==> src/hw/rtl/u8u16_pkg.sv <==
// ----------------------------------------------------------------------------
// u8u16_pkg
// Shared types and constants of the UTF-8 to UTF-16 (BMP) decoder.
// ----------------------------------------------------------------------------
package u8u16_pkg;

   // Result status codes
   localparam logic [2:0] ST_CHAR     = 3'd0;
   localparam logic [2:0] ST_END      = 3'd1;
   localparam logic [2:0] ST_FOUR     = 3'd2;
   localparam logic [2:0] ST_STRAY    = 3'd3;
   localparam logic [2:0] ST_BADCONT  = 3'd4;
   localparam logic [2:0] ST_OVERFLOW = 3'd5;

   // Top two bits of a continuation byte
   localparam logic [1:0] CONT_TAG = 2'b10;

   // Capacity after reset
   localparam logic [15:0] CAP_RESET = 16'hFFFF;

   // Queue between front and back
   localparam int QUEUE_DEPTH = 4;
   localparam int QUEUE_AW    = $clog2(QUEUE_DEPTH);

   // One result item
   typedef struct packed {
      logic [15:0] code_unit;
      logic [2:0]  status;
   } item_type;

   // Queue status seen by the front and back
   typedef struct packed {
      logic full;
      logic empty;
   } qstat_type;

endpackage

==> src/hw/rtl/utf8_to_utf16_bmp_decoder.sv <==
// ----------------------------------------------------------------------------
// utf8_to_utf16_bmp_decoder
// Decodes a zero-terminated UTF-8 byte stream into UTF-16 BMP code units.
// ----------------------------------------------------------------------------
// Channel   Dir  Signals                       Content
// req       in   req_tvalid/tready/tdata[7:0]  one UTF-8 byte
// rsp       out  rsp_tvalid/tready/tdata[15:0] code unit, tuser[2:0] status
// csr       in   csr_wen, csr_wdata[15:0]      output capacity
//
// One byte is accepted per cycle; the decode front finishes each byte in the
// cycle it is accepted. Each result goes via the queue and output register.
// A four-entry queue and the output register decouple the two sides: req
// stalls only when the queue is full. Reset is synchronous and clears the
// string state, the queue and the output, and sets capacity to 65535.
// ----------------------------------------------------------------------------
module utf8_to_utf16_bmp_decoder (
   input  logic        clock,
   input  logic        reset,
   input  logic        req_tvalid,
   output logic        req_tready,
   input  logic [7:0]  req_tdata,   // [7:0] in_byte
   output logic        rsp_tvalid,
   input  logic        rsp_tready,
   output logic [15:0] rsp_tdata,   // [15:0] code_unit
   output logic [2:0]  rsp_tuser,   // [2:0] status
   input  logic        csr_wen,
   input  logic [15:0] csr_wdata
);

   u8u16_pkg::qstat_type qstat;
   u8u16_pkg::item_type  push_item;
   u8u16_pkg::item_type  pop_item;
   logic                 push;
   logic                 pop;

   u8u16_front u_front (
      .clock      (clock),
      .reset      (reset),
      .req_tvalid (req_tvalid),
      .req_tready (req_tready),
      .req_tdata  (req_tdata),
      .csr_wen    (csr_wen),
      .csr_wdata  (csr_wdata),
      .qstat      (qstat),
      .push       (push),
      .push_item  (push_item)
   );

   u8u16_queue u_queue (
      .clock     (clock),
      .reset     (reset),
      .push      (push),
      .push_item (push_item),
      .pop       (pop),
      .pop_item  (pop_item),
      .qstat     (qstat)
   );

   u8u16_back u_back (
      .clock      (clock),
      .reset      (reset),
      .qstat      (qstat),
      .pop_item   (pop_item),
      .pop        (pop),
      .rsp_tvalid (rsp_tvalid),
      .rsp_tready (rsp_tready),
      .rsp_tdata  (rsp_tdata),
      .rsp_tuser  (rsp_tuser)
   );

endmodule

==> src/hw/rtl/u8u16_queue.sv <==
// ----------------------------------------------------------------------------
// u8u16_queue
// Short FIFO of result items between the decode front and the output back.
// ----------------------------------------------------------------------------
module u8u16_queue (
   input  logic                clock,
   input  logic                reset,
   input  logic                push,
   input  u8u16_pkg::item_type push_item,
   input  logic                pop,
   output u8u16_pkg::item_type pop_item,
   output u8u16_pkg::qstat_type qstat
);

   u8u16_pkg::item_type              slot_ff [u8u16_pkg::QUEUE_DEPTH];
   logic [u8u16_pkg::QUEUE_AW-1:0]   wr_ptr_ff, wr_ptr_in;
   logic [u8u16_pkg::QUEUE_AW-1:0]   rd_ptr_ff, rd_ptr_in;
   logic [u8u16_pkg::QUEUE_AW:0]     count_ff, count_in;

   // Status and head of queue
   assign qstat.full  = (count_ff == (u8u16_pkg::QUEUE_AW+1)'(u8u16_pkg::QUEUE_DEPTH));
   assign qstat.empty = (count_ff == '0);
   assign pop_item    = slot_ff[rd_ptr_ff];

   // Advance pointers and count
   always_comb begin
      wr_ptr_in = wr_ptr_ff;
      rd_ptr_in = rd_ptr_ff;
      count_in  = count_ff;
      if (push) begin
         wr_ptr_in = wr_ptr_ff + 1'b1;
      end
      if (pop) begin
         rd_ptr_in = rd_ptr_ff + 1'b1;
      end
      if (push && !pop) begin
         count_in = count_ff + 1'b1;
      end else if (pop && !push) begin
         count_in = count_ff - 1'b1;
      end
   end

   always_ff @(posedge clock) begin
      if (reset) begin
         wr_ptr_ff <= '0;
         rd_ptr_ff <= '0;
         count_ff  <= '0;
      end else begin
         wr_ptr_ff <= wr_ptr_in;
         rd_ptr_ff <= rd_ptr_in;
         count_ff  <= count_in;
      end
   end

   // Store pushed item
   always_ff @(posedge clock) begin
      if (push) begin
         slot_ff[wr_ptr_ff] <= push_item;
      end
   end

endmodule

==> src/hw/rtl/u8u16_front.sv <==
// ----------------------------------------------------------------------------
// u8u16_front
// Accepts UTF-8 bytes, classifies them, tracks the running character and
// the unit count, and pushes a result item when one is due.
// ----------------------------------------------------------------------------
module u8u16_front (
   input  logic                 clock,
   input  logic                 reset,
   input  logic                 req_tvalid,
   output logic                 req_tready,
   input  logic [7:0]           req_tdata,
   input  logic                 csr_wen,
   input  logic [15:0]          csr_wdata,
   input  u8u16_pkg::qstat_type qstat,
   output logic                 push,
   output u8u16_pkg::item_type  push_item
);

   logic [15:0] cap_ff;
   logic [1:0]  pend_ff, pend_in;
   logic [15:0] part_ff, part_in;
   logic [15:0] written_ff, written_in;

   logic        accept;
   logic        do_complete;
   logic [15:0] unit;
   logic        do_fail;
   logic [2:0]  fail_code;

   assign req_tready = !qstat.full;
   assign accept     = req_tvalid && req_tready;

   // Classify byte and update running state
   always_comb begin
      pend_in     = pend_ff;
      part_in     = part_ff;
      written_in  = written_ff;
      push        = 1'b0;
      push_item   = '{code_unit: 16'h0000, status: u8u16_pkg::ST_CHAR};
      do_complete = 1'b0;
      unit        = 16'h0000;
      do_fail     = 1'b0;
      fail_code   = u8u16_pkg::ST_CHAR;

      if (accept) begin
         if (pend_ff != 2'd0) begin
            if (req_tdata[7:6] != u8u16_pkg::CONT_TAG) begin
               do_fail   = 1'b1;
               fail_code = u8u16_pkg::ST_BADCONT;
            end else if (pend_ff == 2'd2) begin
               part_in = part_ff | {4'b0000, req_tdata[5:0], 6'b000000};
               pend_in = 2'd1;
            end else begin
               unit        = part_ff | {10'b0, req_tdata[5:0]};
               pend_in     = 2'd0;
               part_in     = 16'h0000;
               do_complete = 1'b1;
            end
         end else if (!req_tdata[7]) begin
            unit        = {8'h00, req_tdata};
            do_complete = 1'b1;
         end else if (!req_tdata[6]) begin
            do_fail   = 1'b1;
            fail_code = u8u16_pkg::ST_STRAY;
         end else if (!req_tdata[5]) begin
            part_in = {5'b00000, req_tdata[4:0], 6'b000000};
            pend_in = 2'd1;
         end else if (!req_tdata[4]) begin
            part_in = {req_tdata[3:0], 12'h000};
            pend_in = 2'd2;
         end else begin
            do_fail   = 1'b1;
            fail_code = u8u16_pkg::ST_FOUR;
         end
      end

      // Capacity check on a completed character
      if (do_complete) begin
         if (written_ff >= cap_ff) begin
            do_fail   = 1'b1;
            fail_code = u8u16_pkg::ST_OVERFLOW;
         end else if (unit == 16'h0000) begin
            pend_in    = 2'd0;
            part_in    = 16'h0000;
            written_in = 16'h0000;
            push       = 1'b1;
            push_item  = '{code_unit: 16'h0000, status: u8u16_pkg::ST_END};
         end else begin
            written_in = written_ff + 16'd1;
            push       = 1'b1;
            push_item  = '{code_unit: unit, status: u8u16_pkg::ST_CHAR};
         end
      end

      // Drop the string on an error
      if (do_fail) begin
         pend_in    = 2'd0;
         part_in    = 16'h0000;
         written_in = 16'h0000;
         push       = 1'b1;
         push_item  = '{code_unit: 16'h0000, status: fail_code};
      end
   end

   always_ff @(posedge clock) begin
      if (reset) begin
         cap_ff     <= u8u16_pkg::CAP_RESET;
         pend_ff    <= 2'd0;
         part_ff    <= 16'h0000;
         written_ff <= 16'h0000;
      end else begin
         if (csr_wen) begin
            cap_ff <= csr_wdata;
         end
         pend_ff    <= pend_in;
         part_ff    <= part_in;
         written_ff <= written_in;
      end
   end

endmodule

==> src/hw/rtl/u8u16_back.sv <==
// ----------------------------------------------------------------------------
// u8u16_back
// Pops result items from the queue into the output register and hands them
// to the result channel.
// ----------------------------------------------------------------------------
module u8u16_back (
   input  logic                 clock,
   input  logic                 reset,
   input  u8u16_pkg::qstat_type qstat,
   input  u8u16_pkg::item_type  pop_item,
   output logic                 pop,
   output logic                 rsp_tvalid,
   input  logic                 rsp_tready,
   output logic [15:0]          rsp_tdata,
   output logic [2:0]           rsp_tuser
);

   logic                valid_ff, valid_in;
   u8u16_pkg::item_type item_ff;

   // Refill when the register is empty or being taken
   assign pop      = !qstat.empty && (!valid_ff || rsp_tready);
   assign valid_in = pop || (valid_ff && !rsp_tready);

   always_ff @(posedge clock) begin
      if (reset) begin
         valid_ff <= 1'b0;
      end else begin
         valid_ff <= valid_in;
      end
   end

   always_ff @(posedge clock) begin
      if (pop) begin
         item_ff <= pop_item;
      end
   end

   assign rsp_tvalid = valid_ff;
   assign rsp_tdata  = item_ff.code_unit;
   assign rsp_tuser  = item_ff.status;

endmodule

==> config.mk <==
export PLATFORM = sky130hd
export DESIGN_NAME = utf8_to_utf16_bmp_decoder
export DESIGN_NICKNAME = d
export VERILOG_FILES = /design/src/hw/rtl/u8u16_pkg.sv /design/src/hw/rtl/utf8_to_utf16_bmp_decoder.sv /design/src/hw/rtl/u8u16_queue.sv /design/src/hw/rtl/u8u16_front.sv /design/src/hw/rtl/u8u16_back.sv
export SDC_FILE = /design/constraint.sdc
export NUM_CORES = 1
export LEC_CHECK = 0
export BUFFER_PORTS_ARGS = -buffer_cell sky130_fd_sc_hd__buf_2
export CELL_PAD_IN_SITES_DETAIL_PLACEMENT = 2
export CELL_PAD_IN_SITES_GLOBAL_PLACEMENT = 2
export CORE_ASPECT_RATIO = 2
export CORE_MARGIN = 10
export CORE_UTILIZATION = 41
export DETAILED_ROUTE_END_ITERATION = 16
export PLACE_DENSITY_LB_ADDON = 0.15
export REMOVE_ABC_BUFFERS = 1
export SLEW_MARGIN = 20
export SYNTH_ARGS = -nofsm -noshare
export SYNTH_HDL_FRONTEND = slang
export SYNTH_HIERARCHICAL = 1
export SYNTH_SLANG_ARGS = --single-unit
export TNS_END_PERCENT = 50
==> constraint.sdc <==
create_clock -name clock -period 2.83 [get_ports clock]
set_clock_uncertainty 0.1 [all_clocks]
set_input_delay 0.1415 -clock clock [delete_from_list [all_inputs] [get_ports clock]]
set_output_delay 0.1415 -clock clock [all_outputs]
set_load 0.005 [all_outputs]
==> results of run 1 <==
[cells in the mapped netlist, types with 2 or more instances]
library cell | n | share of area (%)
a211oi_1 | 3 | 0.33
xnor2_1 | 2 | 0.26
nor3b_1 | 4 | 0.45
nor3_1 | 33 | 2.5
ha_1 | 22 | 4.1
o21ai_0 | 17 | 1.3
a31oi_1 | 6 | 0.56
inv_1 | 27 | 1.5
or4_1 | 7 | 0.78
nor2b_1 | 3 | 0.28
dfxtp_1 | 60 | 18
a2bb2oi_1 | 2 | 0.26
buf_2 | 12 | 0.89
and3_1 | 12 | 1.1
and2_1 | 6 | 0.56
nand4b_1 | 4 | 0.52
nand4_1 | 7 | 0.65
nand2_1 | 51 | 2.8
o211ai_1 | 17 | 1.9
a22oi_1 | 11 | 1.2
edfxtp_1 | 95 | 42
xor2_1 | 3 | 0.39
or3_1 | 4 | 0.37
mux4_2 | 10 | 3.3
nor4_1 | 4 | 0.37
nand3_1 | 16 | 1.2
clkbuf_1 | 11 | 0.61
buf_6 | 3 | 0.50
mux2i_1 | 4 | 0.59
a21oi_1 | 26 | 1.9
nor2_1 | 23 | 1.3
mux4_1 | 9 | 3.5
[state kept, by name, summed over array words and instances (netlist names), named ones only]
register	flops
u_back/rsp_tdata	16
u_back/rsp_tuser	3
u_back/rsp_tvalid	1
u_front/cap_ff	16
u_front/part_ff	16
u_front/pend_ff	2
u_front/written_ff	16
u_queue/count_ff	3
u_queue/rd_ptr_ff	2
u_queue/slot_ff	76
u_queue/wr_ptr_ff	2
[cells by family after synthesis]
logic type / synth area share, %
AOI/OAI and AO/OA: 9.11
muxes: 7.44
adders and majority gates: 4.38
xor gates and xnor gates: 0.650
DFF: 60.1
buffers and inverters: 3.86
and+or+nand+nor: 14.4
[worst min path at each step]
stage,from,endpoint,cells past startpoint
after floorplan,reset,u_back/rsp_tvalid$_SDFF_PP0_,1
after global placement,csr_wdata[6],u_front/cap_ff[6]$_SDFFE_PP1P_,3
after global routing,req_tdata[0],u_front/part_ff[6]$_SDFF_PP0_,3
after CTS,req_tdata[0],u_front/part_ff[6]$_SDFF_PP0_,3
after detailed placement,csr_wdata[6],u_front/cap_ff[6]$_SDFFE_PP1P_,3
final,req_tdata[0],u_front/part_ff[6]$_SDFF_PP0_,3
[cells in the final DEF (no fill, tap or decap), types with 2 or more instances in the layout]
cell type      instances
dfxtp_1               60
xnor2_1                2
or3_1                  4
nor2_1                23
clkbuf_16             17
o21ai_0               17
buf_2                 49
a21oi_1               26
nor2b_1                3
mux4_1                 9
nor3_2                 2
nand3_1               15
a2bb2oi_1              2
nor4_1                 4
a211oi_1               3
inv_1                 27
clkinv_4               3
buf_4                 27
a22oi_1               11
nor3b_1                4
and3_1                12
nand4b_1               4
o211ai_1              17
xor2_1                 3
clkinvlp_4             3
a31oi_1                6
mux2i_1                4
mux4_2                10
nor3_1                32
and2_1                 6
nand2_1               51
ha_1                  22
dlygate4sd3_1         20
bufinv_16              3
nand4_1                7
or4_1                  7
edfxtp_1              95
[power breakdown]
part	internal, mW	switching [mW]
clock network	1.42	0.937
logic	0.543	0.694
registers	2.78	0.151
total	4.74	1.78
[per-layer routing]
layer	vias to the layer above	wire, um	track usage [%]
met1	2437	6970	17.4
met3	38	452	2.89
met5	-	0	0
met4	0	773	9.81
li1	2222	-	-
met2	107	11800	34.9
[what timing repair did]
action | in CTS | in global routing
gates resized for setup | 1 | 2
gates cloned | 0 | 1
pin swaps | 1 | 2
hold endpoints to repair | 23 | 0
buffers inserted | 0 | 2
endpoints found under the setup margin | 1 | 52
hold buffers | 20 | 0
[worst reg2reg max path, cell delays in order (launching register included)]
cell     delay (ps)
dfxtp_1         350
ha_1            330
nand4_1         170
or3_1           410
a311o_2         400
nand4_4         190
nor2_1           70
buf_4           160
and3_1          250
[through the flow]
step           cell area, sq um  setup WS (ps)
3_3_place_gp               7290            130
5_1_grt                    8140           14.5
3_5_place_dp               7290           36.1
6_report                   8140            116
2_1_floorplan              6580            188
4_1_cts                    8110           27.0
[area by class of cell]
class	instances	share of cell area, %
clock buffers	19	5.44
clock inverters	13	2.06
inverters	27	1.25
multi-input cells	330	30.1
flip-flops and latches	155	49.8
well taps	204	3.14
repair buffers	97	8.21
==> flow_summary_export.csv, run 1 <==
group,metric,value,unit
run_status,outcome,"finished clean",
worst_setup_path,crit_buf_inv,1,
timing,timing.fmax,0.368,GHz
synthesis,yosysUniqueCellTypes,57,
clocking,path_clk_slew,60,ps
timing,holdWs,36.5,ps
floorplan,die_y,201,um
worst_setup_path,r2r_setup_slack,120,ps
worst_setup_path,worstSetupStartpoint,"u_front/written_ff[13]$_SDFFE_PP0P_",
global_route,overflow,0,
worst_setup_path,reg2reg_from,"u_front/written_ff[13]$_SDFFE_PP0P_",
power,ir_worst_vdd,0.389,mV
final_layout,layout.cells.non_filler,845,
placement,place.gp.congestion,0.871,
final_layout,multi_input_area,2450,sq um
clocking,clockBufferDepth,2,
worst_setup_path,worst-path-max-fanout,10,
timing,finalCriticalPeriod,2710,ps
worst_setup_path,end_kind,"register",
final_layout,drive_above_1_share,20.6,%
global_route,grtUsageTotal,18.0,%
global_route,grt_pass1_vias,5467,
worst_setup_path,path_class,"register to register",
route,ant_nets,0,
clocking,cts_buffers,17,
timing,hold_viol_final,0,
route,viasPerCell,5.69,
floorplan,rows,66,
worst_setup_path,cp-start-kind,"register",
placement,portBuffers,49,
timing,setup_tns,0,ps
timing,final.period_utilization,95.9,%
timing,relSlewSlack,42.3,%
clocking,root_buffer,"clkbuf_16",
power,power.leakage,3.04,nW
floorplan,die_w,111,um
synthesis,syn_area,6740,sq um
placement,dp.cells,790,
floorplan,coreArea,16200,sq um
clocking,h-tree-depth,4,
route,drt_pre_antenna_iters,4,
route,drc,0,
timing,finalSetupViolCount,0,
worst_setup_path,cp_num_cells,8,
synthesis,ys.flop_type,"edfxtp_1",
final_layout,diodes,0,
synthesis,synth-edff-count,95,
synthesis,synth_warnings,6,
hold_path,min_path_type,"input pin to register",
timing,rsz0062_at_grt,"false",
timing,worst_pin_slew,865,ps
power,p_per_area,802,nW/um^2
worst_setup_path,slowest_stage,"or3_1",
worst_setup_path,endpoint,"u_queue/slot_ff[0][18]$_DFFE_PP_",
power,power,6.52,mW
route,vias,4804,
synthesis,synth_seq_cells,155,
route,wirelength,20000,um
clocking,tritoncts,"built",
synthesis,async_flop_share,0,%
worst_setup_path,crit_required,2880,ps
final_layout,area_growth,20.8,%
floorplan,num_io_pins,50,
synthesis,syn_avg_cell_area,12.5,sq um
route,post_drt_wl_per_cell,23.6,um
worst_setup_path,cp_slowest_stage_delay,410,ps
worst_setup_path,r2r_end,"u_queue/slot_ff[0][18]$_DFFE_PP_",
final_layout,fin_util,50.3,%
clocking,insertion_delay,430,ps
global_route,grt_pass1_wl,31500,um
worst_setup_path,ff2ff_path_depth,8,
final_layout,regArea,4050,sq um
global_route,antenna_found_initial,0,
worst_setup_path,worstPathArrival,2760,ps
final_layout,nNetsFinal,680,
worst_setup_path,worst_path_dominant_cell_family,"simple AND/OR/NAND/NOR gates",
clocking,cts_sinks,155,
global_route,grt_max_degree,35,
job,maxCapViolations,0,
synthesis,synth_cells,539,
timing,slew_viol_final,0,
floorplan,die-area,22300,sq um
placement,hpwl,14300,um
route,first_iter_violations,236,
synthesis,ys_seq_area_share,60.1,%
floorplan,initial_core_util,41.6,%
worst_setup_path,crit_chain,"ha_1, nand4_1, or3_1, a311o_2, nand4_4, nor2_1, buf_4, and3_1",
final_layout,fillers,1649,
Power figures use the tool's default switching activity.
==> run 2, diff against run 1 <==
==> constraint.sdc (replaced) <==
create_clock -name clock -period 2.83 [get_ports clock]
set_clock_uncertainty 0.1 [all_clocks]
set_input_delay 0.566 -clock clock [delete_from_list [all_inputs] [get_ports clock]]
set_output_delay 0.566 -clock clock [all_outputs]
set_load 0.005 [all_outputs]
==> run 2 against run 1 <==
  * Via count about the same
  * Die area unchanged
  * Setup slack worse by 10 ps
  * Global-route usage down 0.29 points
==> flow_summary_export.csv, run 2 (synthesized netlist as in run 1, its figures left out) <==
group,metric,value,unit
run_status,outcome,"finished clean",
global_route,grt_pass1_wl,31000,um
route,drt_pre_antenna_iters,4,
timing,final.period_utilization,96.3,%
timing,hold_viol_final,0,
timing,relSlewSlack,43.1,%
worst_setup_path,worstPathArrival,2860,ps
worst_setup_path,worst-path-max-fanout,7,
timing,worst_pin_slew,853,ps
final_layout,stdcell_area,7960,sq um
floorplan,die_w,111,um
route,wirelength,19600,um
hold_path,min_path_type,"input pin to register",
placement,placed_cell_area,7400,sq um
timing,slew_viol_final,0,
final_layout,largest_reg_flops,76,
route,drc,0,
global_route,grtUsageTotal,17.7,%
clocking,clockBufferDepth,2,
route,first_iter_violations,183,
clocking,tritoncts,"built",
timing,finalSetupViolCount,0,
clocking,cts_setup_buffers,0,
route,post_drt_wl_per_cell,23.5,um
floorplan,num_io_pins,50,
worst_setup_path,worstSetupStartpoint,"u_front/cap_ff[2]$_SDFFE_PP1P_",
clocking,cts_buffers,17,
floorplan,coreArea,16200,sq um
final_layout,layout_common_cells,"edfxtp_1, dfxtp_1, nand2_1",
global_route,antenna_found_initial,0,
timing,rsz0062_at_grt,"true",
placement,hpwl,14600,um
final_layout,nNetsFinal,670,
clocking,h-tree-depth,4,
worst_setup_path,crit_required,2960,ps
final_layout,diodes,0,
job,maxCapViolations,0,
worst_setup_path,path_class,"register to register",
power,p_per_area,781,nW/um^2
power,power.leakage,2.98,nW
worst_setup_path,end_kind,"register",
global_route,grt_pass1_vias,5469,
worst_setup_path,reg2reg_from,"u_front/cap_ff[2]$_SDFFE_PP1P_",
final_layout,area_growth,18.0,%
clocking,ctsResizeCount,2,
floorplan,rows,66,
worst_setup_path,cp-start-kind,"register",
placement,place.gp.congestion,0.891,
final_layout,final_common_cell,"edfxtp_1",
floorplan,die-area,22300,sq um
route,vias,4801,
route,ant_nets,0,
clocking,root_buffer,"clkbuf_16",
power,ir_worst_vdd,0.435,mV
clocking,hold_buffers,0,
global_route,overflow,0,
final_layout,drive_above_1_share,22.4,%
floorplan,initial_core_util,41.6,%
timing,timing.fmax,0.367,GHz
clocking,path_clk_slew,60,ps
route,viasPerCell,5.76,
placement,portBuffers,49,
clocking,insertion_delay,420,ps
timing,setup_tns,0,ps
floorplan,die_y,201,um
clocking,cts_sinks,155,
global_route,grt_max_degree,32,
power,power,6.22,mW
hold_path,worstHoldStart,"csr_wdata[0]",
timing,finalCriticalPeriod,2720,ps
final_layout,regMostFlops,"u_queue/slot_ff",
-- run 2: cell types whose count changed in the layout (fill, tap and decap cells not counted), sizes merged --
cell / previous run / this run
buf: 77 / 88
nand4: 9 / 8
clkinv: 5 / 6
bufinv: 3 / 1
inv: 29 / 28
dlygate4sd3: 20 / 0
-- run 2: per-layer routing --
layer	wire length [um]	vias up	track usage, %
met5	0	-	0
met4	918	0	10.5
met3	442	50	2.80
met2	11600	108	35.2
met1	6600	2453	16.0
li1	-	2190	-
-- run 2: area by class of cell --
cell class              instances  area, sq um
flip-flops and latches        155         4050
multi-input cells             329         2450
well taps                     204          255
clock inverters                11         98.8
inverters                      27          101
repair buffers                 88          567
fillers                      1645         8230
clock buffers                  19          433
-- run 2: power by group --
part | internal, mW | switching [mW] | leakage (nW)
sequential | 2.78 | 0.146 | 1.36
clock | 1.20 | 0.901 | 0.253
combinational | 0.529 | 0.663 | 1.37
total | 4.51 | 1.71 | 2.98
-- run 2: worst max-delay path, stage by stage, from the launching register on --
cell and delay [ps]:
dfxtp_1 300, inv_1 50, ha_1 300, and3_1 190, o21ai_0 310, a311o_1 350
nand4_4 150, nor2_1 430, and3_1 360
-- run 2: final timing paths --
check | to | slack [ps] | cells after the start
worst max-delay path | u_queue/slot_ff[1][13]$_DFFE_PP_ | 110 | 8
worst min-delay path | u_front/cap_ff[0]$_SDFFE_PP1P_ | 260 | 3
worst max register to register | u_queue/slot_ff[1][13]$_DFFE_PP_ | 110 | 8
worst min register to register | u_front/part_ff[1]$_SDFF_PP0_ | 370 | 2
-- run 2: stage by stage --
stage                     worst slack, ps  instances  utilization [%]  hold slack, ps
final                                 105        833             49.1             263
after global routing                 1.13        833             49.1             262
after CTS                            22.2        833             49.0             241
after detailed placement            -95.4        803             45.7             350
after global placement              -4.14        803             45.7             343
after floorplan                      -110        511                -             328
